File: config.mk
export PLATFORM = sky130hd
export DESIGN_NAME = idle_timeout_wheel
export DESIGN_NICKNAME = d
export VERILOG_FILES = /design/src/hdl/itw_pkg.sv /design/src/hdl/idle_timeout_wheel.sv /design/src/hdl/itw_cell.sv
export SDC_FILE = /design/constraint.sdc
export NUM_CORES = 1
export LEC_CHECK = 0
export BUFFER_PORTS_ARGS = -buffer_cell sky130_fd_sc_hd__buf_2
export CAP_MARGIN = 5
export CORE_MARGIN = 3
export CORE_UTILIZATION = 55
export CTS_BUF_LIST = sky130_fd_sc_hd__clkbuf_4
export DETAILED_ROUTE_END_ITERATION = 12
export PLACE_DENSITY_LB_ADDON = 0.25
export SLEW_MARGIN = 20
export SYNTH_ARGS = -nofsm -noshare
export SYNTH_HDL_FRONTEND = slang
export SYNTH_SLANG_ARGS = --single-unit
File: constraint.sdc
create_clock -name clock -period 4.8 [get_ports clock]
set_clock_uncertainty 0.2 [all_clocks]
set_input_delay 0.24 -clock clock [delete_from_list [all_inputs] [get_ports clock]]
set_output_delay 0.24 -clock clock [all_outputs]
set_load 0.02 [all_outputs]
File: src/hdl/itw_pkg.sv
`default_nettype none
package itw_pkg;

   localparam int MAX_CONNS = 64;
   localparam int MAX_SLOTS = 32;

   localparam int ID_W   = 6;
   localparam int SLOT_W = 5;
   localparam int LEN_W  = 6;

   localparam logic [LEN_W-1:0] LEN_RESET = LEN_W'(32);
   localparam logic [LEN_W-1:0] LEN_MIN   = LEN_W'(2);
   localparam logic [LEN_W-1:0] LEN_MAX   = LEN_W'(MAX_SLOTS);

   // register index as seen on paddr[2]
   localparam logic REG_WHEEL_LENGTH = 1'b0;

   localparam logic [1:0] ST_IDLE = 2'd0;
   localparam logic [1:0] ST_MARK = 2'd1;
   localparam logic [1:0] ST_SCAN = 2'd2;
   localparam logic [1:0] ST_DONE = 2'd3;

   typedef struct packed {
      logic              wr_en;
      logic [ID_W-1:0]   wr_id;
      logic [SLOT_W-1:0] wr_slot;
      logic [SLOT_W-1:0] cur_slot;
      logic              mark;
      logic              shift;
   } cell_ctl_type;

endpackage
`default_nettype wire

File: src/hdl/idle_timeout_wheel.sv
// activity-only item: busy stays low, no results
// tick item: busy through the mark state, the scan state that visits every connection
//   cell, and a final flush state; an id found in the scan is held back and goes out
//   registered on the next hit or in the flush, the final beat in the same cycle busy falls
// the scan covers every cell, as the hit flags shift one cell per cycle down the chain
// reset: every connection invalid, slot index zero, wheel length 32
`default_nettype none
module idle_timeout_wheel (
   input  wire logic                          clock,
   input  wire logic                          reset,
   input  wire logic                          start,
   output logic                               busy,
   input  wire logic                          req_activity,
   input  wire logic [itw_pkg::ID_W-1:0]      req_conn_id,
   input  wire logic                          req_tick,
   output logic                               rsp_strobe,
   output logic [itw_pkg::ID_W-1:0]           rsp_expired_conn,
   output logic                               rsp_last,
   input  wire logic                          psel,
   input  wire logic                          penable,
   input  wire logic                          pwrite,
   input  wire logic [2:0]                    paddr,
   input  wire logic [31:0]                   pwdata,
   output logic [31:0]                        prdata,
   output logic                               pready
);

   logic [1:0]                   state_ff, state_in;
   logic [itw_pkg::SLOT_W-1:0]   cur_ff, cur_in;
   logic [itw_pkg::LEN_W-1:0]    len_ff, len_in;
   logic [itw_pkg::ID_W-1:0]     scan_ff, scan_in;
   logic                         pend_valid_ff, pend_valid_in;
   logic [itw_pkg::ID_W-1:0]     pend_id_ff, pend_id_in;
   logic                         strobe_ff, strobe_in;
   logic [itw_pkg::ID_W-1:0]     out_id_ff, out_id_in;
   logic                         out_last_ff, out_last_in;

   logic                         accept;
   logic                         csr_wr;
   logic [itw_pkg::LEN_W-1:0]    len_use;
   logic [itw_pkg::LEN_W-1:0]    next_slot;
   itw_pkg::cell_ctl_type        ctl;
   logic [itw_pkg::MAX_CONNS-1:0] hit;

   assign busy   = (state_ff != itw_pkg::ST_IDLE);
   assign accept = start && !busy;
   assign csr_wr = psel && penable && pwrite && pready
                   && (paddr[2] == itw_pkg::REG_WHEEL_LENGTH);
   assign pready = 1'b1;

   always_comb begin
      prdata = 32'd0;
      if (paddr[2] == itw_pkg::REG_WHEEL_LENGTH) begin
         prdata = {{(32 - itw_pkg::LEN_W){1'b0}}, len_ff};
      end
   end

   always_comb begin
      len_use = len_ff;
      if (len_ff < itw_pkg::LEN_MIN) begin
         len_use = itw_pkg::LEN_MIN;
      end else if (len_ff > itw_pkg::LEN_MAX) begin
         len_use = itw_pkg::LEN_MAX;
      end
      next_slot = {1'b0, cur_ff} + itw_pkg::LEN_W'(1);
      if (next_slot >= len_use) begin
         next_slot = '0;
      end
   end

   always_comb begin
      ctl.wr_en    = accept && req_activity;
      ctl.wr_id    = req_conn_id;
      ctl.wr_slot  = cur_ff;
      ctl.cur_slot = cur_ff;
      ctl.mark     = (state_ff == itw_pkg::ST_MARK);
      ctl.shift    = (state_ff == itw_pkg::ST_SCAN);
   end

   for (genvar g = 0; g < itw_pkg::MAX_CONNS; g++) begin : g_cell
      logic nxt_hit;
      if (g == itw_pkg::MAX_CONNS - 1) begin : g_end
         assign nxt_hit = 1'b0;
      end else begin : g_mid
         assign nxt_hit = hit[g+1];
      end
      itw_cell u_cell (
         .clock         (clock),
         .reset         (reset),
         .cell_id       (itw_pkg::ID_W'(g)),
         .ctl           (ctl),
         .hit_from_next (nxt_hit),
         .hit_out       (hit[g])
      );
   end

   always_comb begin
      state_in      = state_ff;
      cur_in        = cur_ff;
      len_in        = len_ff;
      scan_in       = scan_ff;
      pend_valid_in = pend_valid_ff;
      pend_id_in    = pend_id_ff;
      strobe_in     = 1'b0;
      out_id_in     = out_id_ff;
      out_last_in   = out_last_ff;
      if (csr_wr) begin
         len_in = pwdata[itw_pkg::LEN_W-1:0];
      end
      case (state_ff)
         itw_pkg::ST_IDLE: begin
            if (accept && req_tick) begin
               cur_in   = next_slot[itw_pkg::SLOT_W-1:0];
               state_in = itw_pkg::ST_MARK;
            end
         end
         itw_pkg::ST_MARK: begin
            scan_in       = '0;
            pend_valid_in = 1'b0;
            state_in      = itw_pkg::ST_SCAN;
         end
         itw_pkg::ST_SCAN: begin
            // hold one hit back so the final beat can carry last
            if (hit[0]) begin
               if (pend_valid_ff) begin
                  strobe_in   = 1'b1;
                  out_id_in   = pend_id_ff;
                  out_last_in = 1'b0;
               end
               pend_valid_in = 1'b1;
               pend_id_in    = scan_ff;
            end
            scan_in = scan_ff + itw_pkg::ID_W'(1);
            if (scan_ff == itw_pkg::ID_W'(itw_pkg::MAX_CONNS - 1)) begin
               state_in = itw_pkg::ST_DONE;
            end
         end
         itw_pkg::ST_DONE: begin
            if (pend_valid_ff) begin
               strobe_in   = 1'b1;
               out_id_in   = pend_id_ff;
               out_last_in = 1'b1;
            end
            pend_valid_in = 1'b0;
            state_in      = itw_pkg::ST_IDLE;
         end
         default: begin
            state_in = itw_pkg::ST_IDLE;
         end
      endcase
   end

   always_ff @(posedge clock) begin
      if (reset) begin
         state_ff      <= itw_pkg::ST_IDLE;
         cur_ff        <= '0;
         len_ff        <= itw_pkg::LEN_RESET;
         pend_valid_ff <= 1'b0;
         strobe_ff     <= 1'b0;
      end else begin
         state_ff      <= state_in;
         cur_ff        <= cur_in;
         len_ff        <= len_in;
         pend_valid_ff <= pend_valid_in;
         strobe_ff     <= strobe_in;
      end
   end

   always_ff @(posedge clock) begin
      scan_ff     <= scan_in;
      pend_id_ff  <= pend_id_in;
      out_id_ff   <= out_id_in;
      out_last_ff <= out_last_in;
   end

   assign rsp_strobe       = strobe_ff;
   assign rsp_expired_conn = out_id_ff;
   assign rsp_last         = out_last_ff;

   a_strobe_from_scan: assert property (@(posedge clock) disable iff (reset)
      rsp_strobe |-> ($past(state_ff) == itw_pkg::ST_SCAN
                      || $past(state_ff) == itw_pkg::ST_DONE))
      else $error("result beat outside a scan");

   a_last_ends_run: assert property (@(posedge clock) disable iff (reset)
      (rsp_strobe && rsp_last) |=> !rsp_strobe)
      else $error("beat after the last of a run");

   a_tick_marks: assert property (@(posedge clock) disable iff (reset)
      (accept && req_tick) |=> (state_ff == itw_pkg::ST_MARK))
      else $error("tick did not start a mark cycle");

   a_done_drains: assert property (@(posedge clock) disable iff (reset)
      (state_ff == itw_pkg::ST_DONE) |=> (!pend_valid_ff && !busy))
      else $error("pending id left after flush");

endmodule
`default_nettype wire

File: src/hdl/itw_cell.sv
`default_nettype none
module itw_cell (
   input  wire logic                      clock,
   input  wire logic                      reset,
   input  wire logic [itw_pkg::ID_W-1:0]  cell_id,
   input  wire itw_pkg::cell_ctl_type     ctl,
   input  wire logic                      hit_from_next,
   output logic                           hit_out
);

   logic                        valid_ff, valid_in;
   logic [itw_pkg::SLOT_W-1:0]  slot_ff, slot_in;
   logic                        hit_ff, hit_in;
   logic                        match;
   logic                        wr_here;

   always_comb begin
      wr_here  = ctl.wr_en && (ctl.wr_id == cell_id);
      match    = valid_ff && (slot_ff == ctl.cur_slot);
      valid_in = valid_ff;
      slot_in  = slot_ff;
      hit_in   = hit_ff;
      if (wr_here) begin
         valid_in = 1'b1;
         slot_in  = ctl.wr_slot;
      end else if (ctl.mark && match) begin
         valid_in = 1'b0;
      end
      // hit flags march toward cell 0 during the scan
      if (ctl.mark) begin
         hit_in = match;
      end else if (ctl.shift) begin
         hit_in = hit_from_next;
      end
   end

   always_ff @(posedge clock) begin
      if (reset) begin
         valid_ff <= 1'b0;
      end else begin
         valid_ff <= valid_in;
      end
   end

   always_ff @(posedge clock) begin
      slot_ff <= slot_in;
      hit_ff  <= hit_in;
   end

   assign hit_out = hit_ff;

endmodule
`default_nettype wire

; Yosys cells after proc, flatten, opt, wreduce, memory -nomap -nowiden
; Cells that the tools add are included.
[totals]
reg_bits = 482
inputBits = 49
elab_cells = 895
[classes]
reduce_logical = 276
eq_ne = 136
order_cmp = 3
addsub = 2
n_bitwise = 1
mux = 276
[ops]
columns = operator, n
row1 = 5-bit equality test, 64
row2 = 1-bit two-way mux, 262
row3 = "6-bit equality test, second input constant", 33
row4 = 1-bit logical AND, 198
row5 = 2-bit nonzero test, 68
row6 = "6-bit by 5-bit equality test with 1-bit output, second input constant", 16
row7 = "6-bit by 4-bit equality test with 1-bit output, second input constant", 8
row8 = 6-bit two-way mux, 5
row9 = "6-bit by 3-bit equality test with 1-bit output, second input constant", 4
row10 = 6-bit one-hot mux with 2 select lines, 2
row11 = "6-bit by 2-bit equality test with 1-bit output, second input constant", 2
row12 = 2-bit AND reduction, 5
row13 = 2-bit one-hot mux with 4 select lines, 1
row14 = "5-bit by 1-bit adder with 6-bit output, second input constant", 1
row15 = "6-bit by 1-bit adder with 6-bit output, second input constant", 1
row16 = "6-bit by 1-bit equality test with 1-bit output, second input constant", 1
row17 = 6-bit >= comparator, 1
row18 = "6-bit greater-than comparator, second input constant", 1
row19 = 6-bit zero test, 1
row20 = "6-bit by 2-bit < comparator with 1-bit output, second input constant", 1
row21 = "2-bit inequality test, second input constant", 3
row22 = 1-bit one-hot mux with 2 select lines, 3
row23 = 5-bit two-way mux, 1
row24 = "2-bit equality test, second input constant", 2
row25 = 8 further kinds, 10

; Depth between registers and ports, before layout
[depth]
ltp_word = 6
depth_mapped = 10
ltp_nobuf = 8

; Modules after synthesis
; A second synthesis with hierarchy kept.
[unflattened]
hier_cells = 1973
area_unflattened_um2 = 25444.4
[modules_own_cells]
columns = mod, cells_per_inst, seq_area_each_um2, n_inst, area_per_inst_um2
row1 = itw_cell, 28, 200.2, 64, 367.9
row2 = idle_timeout_wheel, 181, 870.8, 1, 1901.8

; Least setup slack after synthesis
; Ideal clock, no wire load.
[synth_path]
kind = reg2reg
from = register cur_ff[1] in the netlist's numbering
to = register cur_ff[2] in the netlist's numbering
setup_ps = 74
stages_incl_launch_ff = 11
period_less_slack_ps = 3151
arrival_time_ps = 2877
slack_ps = 1649
required_time_ps = 4526
path_cell_list = dfxtp_1 > buf_2 > buf_6 > buf_6 > nand3_1 > xnor2_1 > ha_1 > a21oi_1 > o21a_1 > o2111ai_1 > a31oi_1
[synth_via]
elab_chain_len = 3
[synth_rtl]
columns = item, line_no
row1 = "start, declared", idle_timeout_wheel.sv:29  ; logic [itw_pkg::SLOT_W-1:0] cur_ff, cur_in;
row2 = "start signal, assigned", idle_timeout_wheel.sv:162  ; cur_ff <= cur_in;
row3 = 5-bit by 1-bit adder with 6-bit output *, idle_timeout_wheel.sv:65  ; next_slot = {1'b0, cur_ff} + itw_pkg::LEN_W'(1);
row4 = 6-bit >= comparator, idle_timeout_wheel.sv:66  ; if (next_slot >= len_use) begin
row5 = 5-bit two-way mux *, idle_timeout_wheel.sv:66
; Mark *: on every way between the ends. The rest lies on a longest branch, timed or not.
; A chain may end at the register's enable or synchronous reset.

; Final worst setup path
[layout_path]
from = register cur_ff[2] in the netlist's numbering
to = register cur_ff[4] in the netlist's numbering
; Same word-level chain as after synthesis.

==> summary.txt <==
Run status
  – Outcome: completed

Global routing
  – First-pass GRT wire length: around 63000 um
  – Pin count of the biggest net entering global routing: between 100 and 150
  – Initial antenna violation count: 1
  – Global Route Usage Sum: 0.1922
  – Total gr overflow: 0
  – Number of global-route vias before repair: 12480

STA
  – Worst Max-Slew Pin Slew: 1.127 ns
  – Fmax: 320.1 MHz
  – Pins Over Slew Limit: 0
  – Minimum clock period: 3.124 ns
  – Final period util: 0.6508
  – Final hold vios: 0
  – Final setup vio count: 0
  – RSZ-0062 raised after global routing: false
  – Setup_tns: 0 ns
  – Rel. slew slack: 0.2490

CTS
  – Clk sinks: 482
  – Num CTS Buffers: 117
  – Clk root buf: clkbuf_4
  – Skew-Pair Late Insertion Delay: ~0.78 ns
  – H-tree depth: 3
  – Reg clk slew, reported paths: 0.07 ns
  – CTS tree: done
  – CTS max path bufs: 3

Die
  – Initial core utilization: 0.5591
  – Die W: about 200 um
  – Core area: between 0.03 and 0.04 mm^2
  – DIE HEIGHT: 201.7 um
  – Rows: 71
  – Die Footprint: 0.04067 mm^2
  – I/O pin total: 91

Power
  – Clk network pwr share: 0.333
  – Pwr dens: 419.9 mW/mm^2
  – Combinational fraction of design power: 0.140
  – Net Sw Frac: 0.2682
  – Leakage: 9.123 nW
  – Max VDD drop: 0.0002854 V
  – Switching power of the nets: 2.639 mW
  – Sequential Power Share: 0.528
  – P_int: 7.199 mW

Yosys
  – Syn Inst Count: 1564
  – Number of synthesized flops with an enable pin: 403
  – Synth Warn #: 0
  – Sequential fraction of the synthesis area: 0.6498
  – Synth Register Bits: 482
  – Synth cell types: 40
  – Avg Synthesized Cell Area: 13.46 um^2
  – Ys async rst share: 0
  – Top FF cell, synth: edfxtp_1
  – Netlist Area Pre-Place: 0.02106 mm^2

Worst setup path
  – Critical path class: reg2reg
  – Worst path cell trace: nand3_1 -> xnor2_1 -> ha_1 -> a21oi_1 -> o21a_1 -> o2111ai_1 -> a21oi_1 -> dlygate4sd3_1
  – Buf+Inv Stages, Crit Path: 1
  – CP required: 5.27 ns
  – Crit Path Max Fanout: 47
  – Biggest cell delay along the critical path: between 0.7 and 0.8 ns
  – Top Family by Delay on Critical Path: compound AO/OA/AOI/OAI gates
  – Arrival time of the worst setup path: approximately 3.6 ns
  – Worst path slowest cell: dfxtp_4
  – R2R depth: 8
  – Reg2Reg Launch Point: cur_ff[2]$_SDFFE_PP0P_
  – Crit. End Element: register
  – Worst path most repeated cell: a21oi_1
  – CP Launch Type: register
  – Reg2reg end: cur_ff[4]$_SDFFE_PP0P_
  – R2R Setup Slk: ~1.7 ns

Layout
  – Filler cells: 2949
  – Commonest non-fill, non-tap cell in the layout: edfxtp_1
  – Area delta synth->final: 11.25%
  – Final Util: 0.6220
  – Most frequent cells in the layout: edfxtp_1 (403), xor2_1 (255), clkbuf_4 (185)
  – Share of cells above drive strength 1: 0.1853
  – Fin nets: 1746

Route
  – Avg WL per Cell: ~17 um
  – DRT Pass-1 Iters: 4
  – Post-Route WL: between 30000 and 40000 um
  – Vias per inst: 5.273
  – DRT iter0 DRCs: 703
  – Routed vias: about 12000
  – DR DRC count: 0
  – Remaining antenna violation count: 0

Worst hold path
  – Hold Path Class: reg2reg
  – Hold worst-path end: rsp_expired_conn[2]$_DFFE_PP_
  – Min-delay src: pend_id_ff[2]$_DFFE_PP_
  – Cell count of the worst hold path: 0

Placement
  – DP Wirelength: 19870 um
  – Routability Congestion: 0.7113
  – IO buf count: 35

Flow run
  – Maxcap violations: 0
## synthesized netlist by cell type (7+ instances only)
| cell type | number | area (um^2) |
|---|---|---|
| edfxtp_1 | 403 | 12100 |
| xor2_1 | 255 | 2233 |
| inv_1 | 134 | 503.0 |
| dfxtp_1 | 79 | 1582 |
| nor2_1 | 75 | 281.5 |
| xnor2_1 | 72 | 630.6 |
| nand4_1 | 67 | 419.2 |
| o21ai_0 | 66 | 330.3 |
| a31oi_1 | 65 | 406.6 |
| o21ba_2 | 59 | 590.6 |
| nor4_1 | 37 | 231.5 |
| buf_4 | 34 | 255.2 |
| buf_2 | 30 | 150.1 |
| nor4_2 | 26 | 325.3 |
| clkbuf_1 | 25 | 93.84 |
| nand2_1 | 24 | 90.09 |
| nand3_1 | 13 | 65.06 |
| nor2b_1 | 13 | 81.33 |
| ha_1 | 12 | 150.1 |
| a21oi_1 | 10 | 50.05 |
| buf_6 | 10 | 112.6 |
| buf_1 | 7 | 26.28 |
## registers in the layout (all words and copies together) (netlist names)
register,count
g_cell.u_cell.slot_ff,320
g_cell.u_cell.hit_out,64
g_cell.u_cell.valid_ff,64
len_ff,6
pend_id_ff,6
rsp_expired_conn,6
scan_ff,6
cur_ff,5
state_ff,2
pend_valid_ff,1
rsp_last,1
rsp_strobe,1
## how the worst max path moves through the flow
| stage | from | endpoint | slack [ns] | depth (start not counted) |
|---|---|---|---|---|
| final | cur_ff[2]$_SDFFE_PP0P_ | cur_ff[4]$_SDFFE_PP0P_ | 1.68 | 8 |
| after global routing | cur_ff[2]$_SDFFE_PP0P_ | cur_ff[1]$_SDFFE_PP0P_ | 1.39 | 8 |
| after CTS | cur_ff[2]$_SDFFE_PP0P_ | cur_ff[1]$_SDFFE_PP0P_ | 1.61 | 8 |
| after detailed placement | state_ff[0]$_SDFFE_PP0P_ | g_cell[16].u_cell.slot_ff[3]$_DFFE_PP_ | 2.07 | 5 |
| after global placement | state_ff[1]$_SDFFE_PP0P_ | g_cell[3].u_cell.slot_ff[3]$_DFFE_PP_ | 2.17 | 5 |
| after floorplan | cur_ff[1]$_SDFFE_PP0P_ | cur_ff[2]$_SDFFE_PP0P_ | 1.65 | 10 |
## power by group through the flow
stage / registers, mW / clock network (mW) / logic (mW)
after global routing: 5.22 / 3.60 / 1.53
final: 5.19 / 3.27 / 1.37
after floorplan: 5.27 / 0 / 0.910
after global placement: 5.29 / 0 / 1.29
after CTS: 5.21 / 3.40 / 1.34
after detailed placement: 5.29 / 0 / 1.32
## logic make-up (layout without fill, tap and decap cells)
kind of cell | after synthesis | after routing | synth area share
and+or+nand+nor | 279 | 279 | 0.07795
buffers and inverters | 240 | 432 | 0.05419
xor gates and xnor gates | 327 | 327 | 0.1360
adders and majority gates | 12 | 12 | 0.007130
muxes | 5 | 5 | 0.002377
other | 2 | 28 | 0.0003566
AOI/OAI and AO/OA | 217 | 217 | 0.07225
DFF | 482 | 482 | 0.6498
## metal layers
metal  routed length, um  up-vias  GRT usage
li1                    -     5841          -
met3                1566       58    0.03786
met1               17350     5952     0.2537
met5                   0        -          0
met2               19010      239     0.3173
met4                 716        0    0.07451
## per-stage QoR
step | power [mW] | hold slack (ns) | cell area, um^2 | worst slack [ns] | cells
3_3_place_gp | 6.572 | 0.2077 | 21520 | 2.169 | 2038
6_report | 9.838 | 0.2245 | 23430 | 1.676 | 2293
3_5_place_dp | 6.604 | 0.2220 | 21520 | 2.065 | 2038
5_1_grt | 10.35 | 0.2315 | 23430 | 1.393 | 2293
4_1_cts | 9.944 | 0.2283 | 23400 | 1.612 | 2291
2_1_floorplan | 6.180 | 0.1839 | 21150 | 1.649 | 1589
## repair_timing
item | 4_1_cts | 5_1_grt
buffers inserted | 0 | 0
hold buffers | 38 | 0
endpoints found under the hold margin | 142 | 0
resized for setup | 0 | 0
## area by class of cell
class	count	area, um^2	area share
flip-flops and latches	482	13700	0.5849
multi-input cells	867	6354	0.2712
clock buffers	185	1389	0.05928
repair buffers	83	725.7	0.03098
well taps	511	639.4	0.02729
inverters	134	503.0	0.02147
clock inverters	30	112.6	0.004807
diodes	1	2.502	0.0001068
Note: power is estimated with default switching activity, not from simulation.
